[config.mk]
export PLATFORM = sky130hd
export DESIGN_NAME = cartridge_bank_mapper_irq_core
export DESIGN_NICKNAME = d
export VERILOG_FILES = /design/src/rtl/cbm_pkg.sv /design/src/rtl/cbm_irq.sv /design/src/rtl/cartridge_bank_mapper_irq_core.sv
export SDC_FILE = /design/constraint.sdc
export NUM_CORES = 1
export LEC_CHECK = 0
export BUFFER_PORTS_ARGS = -buffer_cell sky130_fd_sc_hd__buf_4
export CORE_UTILIZATION = 63
export CTS_BUF_LIST = sky130_fd_sc_hd__clkbuf_16
export CTS_CLUSTER_DIAMETER = 80
export DETAILED_ROUTE_END_ITERATION = 16
export PLACE_DENSITY = 0.9
export SLEW_MARGIN = 20
export SYNTH_ARGS = -nofsm -noshare
export SYNTH_HDL_FRONTEND = slang
export SYNTH_SLANG_ARGS = --single-unit
export TNS_END_PERCENT = 20
[constraint.sdc]
create_clock -name aclk -period 8.3 [get_ports aclk]
set_input_delay 1.66 -clock aclk [delete_from_list [all_inputs] [get_ports aclk]]
set_output_delay 1.66 -clock aclk [all_outputs]
set_load 0.05 [all_outputs]
[src/rtl/cbm_pkg.sv]
// Shared types and constants of the cartridge bank mapper.
package cbm_pkg;

    // Result kinds carried on m_tuser
    localparam logic [1:0] KIND_NONE   = 2'd0;
    localparam logic [1:0] KIND_PRG    = 2'd1;
    localparam logic [1:0] KIND_CHR    = 2'd2;
    localparam logic [1:0] KIND_MIRROR = 2'd3;

    // Input beat kinds carried on s_tuser
    localparam logic MODE_WRITE = 1'b0;
    localparam logic MODE_TICK  = 1'b1;

    // Decoded addresses
    localparam logic [3:0]  PRG0_NIBBLE = 4'h8;
    localparam logic [3:0]  PRG1_NIBBLE = 4'hA;
    localparam logic [15:0] CHR_LOW     = 16'hB000;
    localparam logic [15:0] CHR_HIGH    = 16'hE00C;
    localparam logic [15:0] MIRROR_ADDR = 16'h9000;
    localparam logic [15:0] LATCH_LO    = 16'hF000;
    localparam logic [15:0] LATCH_HI    = 16'hF004;
    localparam logic [15:0] IRQ_CTRL    = 16'hF008;
    localparam logic [15:0] IRQ_ACK     = 16'hF00C;

    // Character bank values that select on-board RAM
    localparam logic [7:0] CHR_RAM_A = 8'd6;
    localparam logic [7:0] CHR_RAM_B = 8'd7;

    localparam int unsigned S_DATA_W = 24;
    localparam int unsigned M_DATA_W = 16;

    // Bit positions of the result fields within m_tdata
    localparam int unsigned M_SLOT_LSB   = 0;
    localparam int unsigned M_BANK_LSB   = 3;
    localparam int unsigned M_RAM_BIT    = 11;
    localparam int unsigned M_MIRROR_LSB = 12;
    localparam int unsigned M_PULSE_BIT  = 14;

    // Result data, packed MSB first to match m_tdata
    typedef struct packed {
        logic       pad;
        logic       irq_pulse;
        logic [1:0] mirroring;
        logic       chr_is_ram;
        logic [7:0] bank;
        logic [2:0] slot;
    } cbm_result_t;

    // Interrupt unit commands, already qualified by the input handshake
    typedef struct packed {
        logic       tick;
        logic       latch_lo;
        logic       latch_hi;
        logic       ctrl;
        logic       ack;
        logic [7:0] value;
    } cbm_irq_cmd_t;

endpackage

[src/rtl/cbm_irq.sv]
// Scanline interrupt counter with latch, enable and rearm control.
module cbm_irq (
    input  logic                  aclk,
    input  logic                  aresetn,
    input  cbm_pkg::cbm_irq_cmd_t cmd,
    output logic                  irq_pulse
);
    import cbm_pkg::*;

    logic [7:0] latch_reg;
    logic [7:0] count_reg;
    logic       on_reg;
    logic       rearm_reg;

    // Flag the tick that wraps the counter
    assign irq_pulse = cmd.tick && on_reg && (count_reg == 8'hFF);

    // Update latch, counter and enables
    always_ff @(posedge aclk) begin
        if (!aresetn) begin
            latch_reg <= '0;
            count_reg <= '0;
            on_reg    <= 1'b0;
            rearm_reg <= 1'b0;
        end else begin
            if (cmd.latch_lo) begin
                latch_reg[3:0] <= cmd.value[3:0];
            end
            if (cmd.latch_hi) begin
                latch_reg[7:4] <= cmd.value[3:0];
            end
            if (cmd.ctrl) begin
                on_reg    <= cmd.value[1];
                rearm_reg <= cmd.value[0];
                count_reg <= latch_reg;
            end
            if (cmd.ack) begin
                on_reg <= rearm_reg;
            end
            if (cmd.tick && on_reg) begin
                if (count_reg == 8'hFF) begin
                    count_reg <= latch_reg;
                    on_reg    <= rearm_reg;
                end else begin
                    count_reg <= count_reg + 8'd1;
                end
            end
        end
    end

endmodule

[src/rtl/cartridge_bank_mapper_irq_core.sv]
// Top level of the cartridge bank mapper: write decode, character banks and result register.
//
// Each input beat is either a CPU bus write (s_tuser low) or a scanline tick (s_tuser high)
// and gives exactly one result beat, in the cycle after it is accepted. A new beat is taken in
// every cycle while the result register is empty or being drained, so the sustained rate is
// one item per cycle; the decode, the character nibble merge and the counter increment all
// sit in the single stage in front of the result register. Stalling m_tready holds the
// current result and drops s_tready until it is taken. Reset clears the character banks,
// the interrupt latch, counter and enables.
module cartridge_bank_mapper_irq_core (
    input  logic                           aclk,
    input  logic                           aresetn,
    input  logic                           s_tvalid,
    output logic                           s_tready,
    // address [15:0], value [23:16]
    input  logic [cbm_pkg::S_DATA_W-1:0]   s_tdata,
    // mode [0]
    input  logic                           s_tuser,
    output logic                           m_tvalid,
    input  logic                           m_tready,
    // slot [2:0], bank [10:3], chr_is_ram [11], mirroring [13:12], irq_pulse [14], zero [15]
    output logic [cbm_pkg::M_DATA_W-1:0]   m_tdata,
    // update_kind [1:0]
    output logic [1:0]                     m_tuser
);
    import cbm_pkg::*;

    logic [15:0]  addr;
    logic [7:0]   val;
    logic         accept;
    logic         is_write;
    logic [2:0]   chr_slot;
    logic [7:0]   chr_old;
    logic [7:0]   chr_new;
    logic         chr_hit;
    logic         irq_pulse;
    cbm_irq_cmd_t irq_cmd;
    cbm_result_t  res;
    logic [1:0]   kind;

    logic [7:0]        chr_reg [8];
    logic              m_tvalid_reg;
    logic [M_DATA_W-1:0] m_tdata_reg;
    logic [1:0]        m_tuser_reg;

    assign addr     = s_tdata[15:0];
    assign val      = s_tdata[23:16];
    assign s_tready = !m_tvalid_reg || m_tready;
    assign accept   = s_tvalid && s_tready;
    assign is_write = (s_tuser == MODE_WRITE);

    // Character slot and nibble merge
    assign chr_hit  = (addr >= CHR_LOW) && (addr <= CHR_HIGH);
    assign chr_slot = {addr[13:12], addr[11] | addr[3]} + 3'd2;
    assign chr_old  = chr_reg[chr_slot];
    assign chr_new  = addr[2] ? {val[3:0], chr_old[3:0]} : {chr_old[7:4], val[3:0]};

    // Interrupt commands, gated by the handshake
    always_comb begin
        irq_cmd          = '0;
        irq_cmd.value    = val;
        irq_cmd.tick     = accept && !is_write;
        irq_cmd.latch_lo = accept && is_write && (addr == LATCH_LO);
        irq_cmd.latch_hi = accept && is_write && (addr == LATCH_HI);
        irq_cmd.ctrl     = accept && is_write && (addr == IRQ_CTRL);
        irq_cmd.ack      = accept && is_write && (addr == IRQ_ACK);
    end

    cbm_irq u_irq (
        .aclk      (aclk),
        .aresetn   (aresetn),
        .cmd       (irq_cmd),
        .irq_pulse (irq_pulse)
    );

    // Decode the beat into one result
    always_comb begin
        res  = '0;
        kind = KIND_NONE;
        if (!is_write) begin
            res.irq_pulse = irq_pulse;
        end else if (addr[15:12] == PRG0_NIBBLE) begin
            kind     = KIND_PRG;
            res.bank = val;
        end else if (addr[15:12] == PRG1_NIBBLE) begin
            kind     = KIND_PRG;
            res.slot = 3'd1;
            res.bank = val;
        end else if (chr_hit) begin
            kind           = KIND_CHR;
            res.slot       = chr_slot;
            res.bank       = chr_new;
            res.chr_is_ram = (chr_new == CHR_RAM_A) || (chr_new == CHR_RAM_B);
        end else if (addr == MIRROR_ADDR) begin
            kind          = KIND_MIRROR;
            res.mirroring = val[1:0];
        end
    end

    // Write the addressed character bank
    always_ff @(posedge aclk) begin
        if (!aresetn) begin
            for (int i = 0; i < 8; i++) begin
                chr_reg[i] <= '0;
            end
        end else if (accept && is_write && chr_hit &&
                     (addr[15:12] != PRG0_NIBBLE) && (addr[15:12] != PRG1_NIBBLE)) begin
            chr_reg[chr_slot] <= chr_new;
        end
    end

    // Result register: load on accept, drop when taken
    always_ff @(posedge aclk) begin
        if (!aresetn) begin
            m_tvalid_reg <= 1'b0;
        end else if (accept) begin
            m_tvalid_reg <= 1'b1;
        end else if (m_tready) begin
            m_tvalid_reg <= 1'b0;
        end
    end

    always_ff @(posedge aclk) begin
        if (accept) begin
            m_tdata_reg <= res;
            m_tuser_reg <= kind;
        end
    end

    assign m_tvalid = m_tvalid_reg;
    assign m_tdata  = m_tdata_reg;
    assign m_tuser  = m_tuser_reg;

endmodule

Yosys cells after proc, flatten, opt, wreduce, memory -nomap -nowiden
Memory sizes are Yosys's and may differ from the RTL's.
Index checks and enable logic that the tools add are counted.
W data, S select, Z words.
{"block": "totals", "ff_bits": 36, "ram_bits": 64, "out_inout_bits": 20, "n_memories": 1}
{"name": "chr_reg", "words": 8, "word_bits": 8, "rd": 1, "rd_ports_with_merged_regs": 0, "write_ports": 8, "line": "cartridge_bank_mapper_irq_core.sv:41", "text": "logic [7:0] chr_reg [8];"}
{"block": "op_classes", "addsub": 2, "magnitude_cmp": 2, "n_eq_ne": 12, "mux": 24, "bitwise_logic": 4, "reduce_logical": 23}
{"operator": "$eq A16 B16 Y1 const B", "n": 5}
{"operator": "$mux W8", "n": 6}
{"operator": "$mux W11", "n": 2}
{"operator": "$eq A8 B3 Y1 const B", "n": 2}
{"operator": "$ge A16 B16 Y1 const B", "n": 1}
{"operator": "$le A16 B16 Y1 const B", "n": 1}
{"operator": "$logic_and A1 B1 Y1", "n": 13}
{"operator": "$mux W1", "n": 13}
{"operator": "$add A8 B1 Y8 const B", "n": 1}
{"operator": "$eq A4 B4 Y1 const B", "n": 2}
{"operator": "$eq A8 B8 Y1 const B", "n": 1}
{"operator": "$ne A4 B4 Y1 const B", "n": 2}
{"operator": "$reduce_or A8 Y1", "n": 1}
{"operator": "$reduce_or A5 Y1", "n": 1}
{"operator": "$mux W2", "n": 2}
{"operator": "$reduce_bool A2 Y1", "n": 2}
{"operator": "$reduce_or A4 Y1", "n": 1}
{"operator": "$add A3 B2 Y3 const B", "n": 1}
{"operator": "$mux W3", "n": 1}
{"operator": "$not A1 Y1", "n": 3}
{"operator": "$reduce_or A3 Y1", "n": 1}
{"operator": "$logic_or A1 B1 Y1", "n": 2}
{"operator": "$reduce_or A2 Y1", "n": 1}
{"operator": "$logic_not A1 Y1", "n": 1}
{"operator": "$or A1 B1 Y1", "n": 1}

Depth between registers and ports, before layout
{"block": "logic_depth", "depth_word": 12, "depth_mapped": 10, "depth_no_buf": 8}

Hierarchy
From an unflattened synthesis, not the netlist that was laid out.
{"block": "hier_totals", "cells_unflattened": 448, "area_unflattened_um2": 4839.6}
{"module": "cartridge_bank_mapper_irq_core", "instances": 1, "cells_each": 350, "area_each_um2": 3971.3, "seq_area_each_um2": 2452.4}
{"module": "cbm_irq", "instances": 1, "cells_each": 98, "area_each_um2": 868.3, "seq_area_each_um2": 360.3}

Worst setup path after synthesis
Ideal clock, no wire load.
{"block": "synth_timing", "kind": "in2reg", "start": "input port s_tdata[12] (netlist bit)", "end": "register m_tdata_reg[11] (netlist: m_tdata[11]), data pin", "setup_time_ns": 0.135, "t_arrival_ns": 3.832, "required_time_ns": 8.165, "path_slack_ns": 4.333, "stages": 10, "path_buffers": 3, "path_cell_list": "buf_2 inv_2 ha_1 clkbuf_1 clkbuf_1 mux4_2 mux2i_1 a21oi_1 a2111oi_2 and4_1"}
{"block": "synth_between", "elab_chain_cells": 5, "elab_cells_between_ends": 13}
{"element": "from (decl)", "line": "cartridge_bank_mapper_irq_core.sv:16", "text": "input logic [cbm_pkg::S_DATA_W-1:0] s_tdata,"}
{"element": "$add A3 B2 Y3 *", "line": "cartridge_bank_mapper_irq_core.sv:54", "text": "assign chr_slot = {addr[13:12], addr[11] | addr[3]} + 3'd2;"}
{"element": "via chr_slot[1]", "line": "cartridge_bank_mapper_irq_core.sv:32", "text": "logic [2:0] chr_slot;"}
{"element": "$mem_v2 Z8 W8 *"}
{"element": "$mux W8 *", "line": "cartridge_bank_mapper_irq_core.sv:56", "text": "assign chr_new = addr[2] ? {val[3:0], chr_old[3:0]} : {chr_old[7:4], val[3:0]};"}
{"element": "$eq A8 B3 Y1", "line": "cartridge_bank_mapper_irq_core.sv:93", "text": "res.chr_is_ram = (chr_new == CHR_RAM_A) || (chr_new == CHR_RAM_B);"}
{"element": "$logic_or A1 B1 Y1 *", "line": "cartridge_bank_mapper_irq_core.sv:93"}
{"element": "to (signal assigned)", "line": "cartridge_bank_mapper_irq_core.sv:125", "text": "m_tdata_reg <= res;"}
{"element": "to (decl)", "line": "cartridge_bank_mapper_irq_core.sv:43", "text": "logic [M_DATA_W-1:0] m_tdata_reg;"}
The timed path passes the listed nets; every way through them passes the cells marked *.
A chain may end at the register's enable or synchronous reset.

==> flow_metrics.py <==
metrics = {
    "outcome": {
        "status": "complete, no violations",
    },
    "yosys": {
        "synth-seq-cells": 100,
        "yosys_most_used_dff": "edfxtp_1",
        "yosys-top-cells-area": "edfxtp_1, dfxtp_1, nor2_1",
        "synth_top_cell_area_share_pct": 50.1,
        "synth_nets": 460,
        "synth_top_area_cell": "edfxtp_1",
        "seq_area_frac_synth_pct": 58.0,
        "post_synth_inst_count": 425,
        "synth-async-reset-ratio_pct": 0,
        "yosysWarnings": 0,
        "syn-mean-instance-area_um2": 11.4,
        "synth.distinct_cells": 60,
        "synth-edff-count": 81,
        "syn_area_mm2": 0.00485,
    },
    "floorplan": {
        "coreArea_mm2": 0.00733,
        "start_util_pct": 66.2,
        "io_pins": 49,
        "dieArea_mm2": 0.00806,
        "rows": 31,
        "fp.dieW_um": 89.8,
        "die_h_um": 89.8,
    },
    "placed_design": {
        "portBuffers": 47,
        "dp_cells": 553,
        "routabilityCongestion": 0.933,
        "hpwlAfterDp_um": 8120,
        "pre_cts_ws_ps": 3890,
    },
    "worst_setup_path": {
        "cp.required_ps": 8300,
        "slowest_delay_ps": 440,
        "worst_setup_path_start_kind": "input pin",
        "regToRegStartpoint": "m_tvalid$_SDFFE_PN0P_",
        "end_kind": "register",
        "worstSetupPathDepth": 8,
        "critPathKind": "input pin to register",
        "cp.buffers_inverters": 2,
        "path_max_fanout": 11,
        "rr_worst_depth": 5,
        "crit_top_cell": "nand2_1",
        "crit_path_cell_trace": "buf_4 -> inv_2 -> ha_1 -> a41oi_1 -> o21ai_2 -> nor4b_4 -> nand2_1 -> nand2_1",
        "slowest_stage": "nand2_1",
        "worstPathArrival_ps": 4130,
        "reg2reg_to": "chr_reg[0][4]$_SDFFCE_PN0P_",
        "critical-path-top-delay-family": "simple AND/OR/NAND/NOR gates",
        "ff2ff_setup_slack_ps": 5960,
    },
    "power": {
        "powerDensity_mw_per_mm2": 203,
        "vdd_drop_max_mv": 0.205,
        "p_leak_uw": 0.00206,
    },
    "drt": {
        "routed-via-count": 3744,
        "dr.pass1.iters": 8,
        "detail_route.vias_per_cell": 6.58,
        "ant_nets": 0,
        "routed_wl_um": 11800,
        "drc": 0,
        "wl_per_cell_um": 20.8,
        "initialDrtViolationCount": 412,
    },
    "min_path": {
        "hold_class": "register to register",
        "holdPathEnd": "u_irq.latch_reg[2]$_SDFFE_PN0P_",
        "whs_path_depth": 2,
        "hp-start": "u_irq.latch_reg[2]$_SDFFE_PN0P_",
    },
    "timing": {
        "fin_hold_ws_ps": 452,
        "max_slew_margin_pct": 31.6,
        "finalClockSkew_ps": 7.76,
        "rsz0062_at_grt": "no",
        "period_share_pct": 49.8,
        "worst_slack_ps": 4170,
        "final_max_slew_viol_count": 0,
        "setup_tns_ps": 0,
        "finalHoldViolCount": 0,
        "max_freq_mhz": 242,
        "worstMarginPinSlew_ps": 1020,
        "setup_viol": 0,
        "min_period_ps": 4130,
    },
    "layout": {
        "largest_reg_flops": 64,
        "syn_to_final_growth_pct": 14.2,
        "nFillCells": 458,
        "multi_input_area_mm2": 0.00191,
        "regArea_mm2": 0.00281,
        "num-nets-final": 500,
        "utilization_pct": 75.6,
        "stdcell_count": 569,
        "drive_above_1_share_pct": 20.4,
        "diodes": 0,
    },
    "clocking": {
        "htree_levels": 3,
        "post_cts_buffers": 0,
        "cts_root_buf": "clkbuf_16",
        "path_clk_slew_ps": 70,
        "hold_buffers": 0,
        "clock_latency_ps": 350,
        "cts_sinks": 100,
        "numCtsBuffers": 9,
        "cts_tree": "done",
        "clk_path_buf_depth": 2,
        "cts_resized": 0,
    },
    "global_routing": {
        "grt_max_degree": 22,
        "use_met1_pct": 38.9,
        "track_usage_pct": 30.8,
        "met3_usage_pct": 9.90,
        "grt_pass1_wl_um": 18800,
        "met2_usage_pct": 48.5,
        "busiest_layer": "met2",
        "grt_pass1_vias": 3654,
        "antenna_found_initial": 0,
        "grt_remaining_overflow": 0,
    },
    "run": {
        "max-cap-violations": 0,
    },
}
## report_power, final
group / internal (µW) / switching, µW
Clock: 237 / 192
Sequential: 558 / 5.66
Combinational: 40.1 / 91.6
Total: 834 / 289
## cell usage after synthesis (3+ instances only)
| cell type | instances |
|---|---|
| nor2_1 | 92 |
| edfxtp_1 | 81 |
| nand2_1 | 42 |
| dfxtp_1 | 19 |
| o21ai_0 | 19 |
| a21oi_1 | 17 |
| mux2i_1 | 13 |
| clkbuf_1 | 9 |
| mux4_2 | 9 |
| nand3_1 | 8 |
| inv_1 | 7 |
| ha_1 | 6 |
| nand3_2 | 6 |
| and2_1 | 5 |
| nand4_1 | 5 |
| nor3_1 | 5 |
| o21a_1 | 5 |
| a2111oi_0 | 4 |
| buf_4 | 4 |
| a211oi_1 | 3 |
| a31oi_1 | 3 |
| a32oi_1 | 3 |
| and3_1 | 3 |
| buf_2 | 3 |
| nor3b_1 | 3 |
| o21ai_2 | 3 |
| o22ai_1 | 3 |
## cells in the final DEF, fill, tap and decap left out, types with 3 or more instances in the layout
cell,n
nand3_2,6
inv_1,8
a32oi_1,3
a2111oi_0,4
nand2_1,42
dfxtp_1,19
a31oi_1,3
nor3_1,5
nor3b_1,3
o21ai_0,19
o22ai_1,3
mux4_2,9
and2_1,5
buf_4,48
and3_1,3
edfxtp_1,81
a21oi_1,17
ha_1,6
o21a_1,5
clkbuf_16,9
mux2i_1,13
nand3_1,8
o21ai_2,3
a211oi_1,3
nor2_1,92
nand4_1,5
## per-stage QoR
| stage | area (µm²) | power (µW) |
|---|---|---|
| floorplan | 4850 | 657 |
| global placement | 5240 | 699 |
| detailed placement | 5240 | 702 |
| CTS | 5540 | 1120 |
| global route | 5540 | 1150 |
| finish | 5540 | 1120 |
## final cells by class
type                       instances  share of cell area [%]
timing repair buffer              48                    6.50
multi-input combinational        297                    34.5
tap                               99                    2.24
inverter                           9                   0.610
sequential                       100                    50.8
clock buffer                       9                    4.07
clock inverter                     7                    1.36
## logic make-up (layout without fill, tap and decap cells)
logic type,Yosys count,count (layout),share of synthesized area [%]
xor gates and xnor gates,1,1,0.180
adders and majority gates,6,6,1.55
muxes,24,24,7.94
buffers and inverters,28,73,2.71
and+or+nand+nor,189,189,19.1
AOI/OAI and AO/OA,76,76,10.5
DFF,100,100,58.0
other,1,1,0.0773
## per-layer routing
layer / wire length [µm] / part of all wire [%]
met1: 4360 / 37
met2: 5630 / 48
met3: 1450 / 12
met4: 387 / 3.3
met5: 0 / 0
## worst min-delay path, stage by stage (launching register included)
cell and delay [ps]:
dfxtp_1 310, nand2_1 50, a21oi_1 50
## worst max-delay path by stage
| stage | start | to | slack (ps) |
|---|---|---|---|
| after global routing | s_tdata[12] | chr_reg[0][0]$_SDFFCE_PN0P_ | 4000 |
| after detailed placement | s_tdata[12] | chr_reg[0][6]$_SDFFCE_PN0P_ | 3890 |
| final | s_tdata[12] | chr_reg[0][4]$_SDFFCE_PN0P_ | 4170 |
| after CTS | s_tdata[12] | chr_reg[0][4]$_SDFFCE_PN0P_ | 4230 |
| after global placement | s_tdata[12] | m_tdata[5]$_SDFFCE_PP0P_ | 4040 |
| after floorplan | s_tdata[12] | m_tdata[11]$_SDFFCE_PP0P_ | 4330 |
Note: power is estimated with default switching activity, not from simulation.
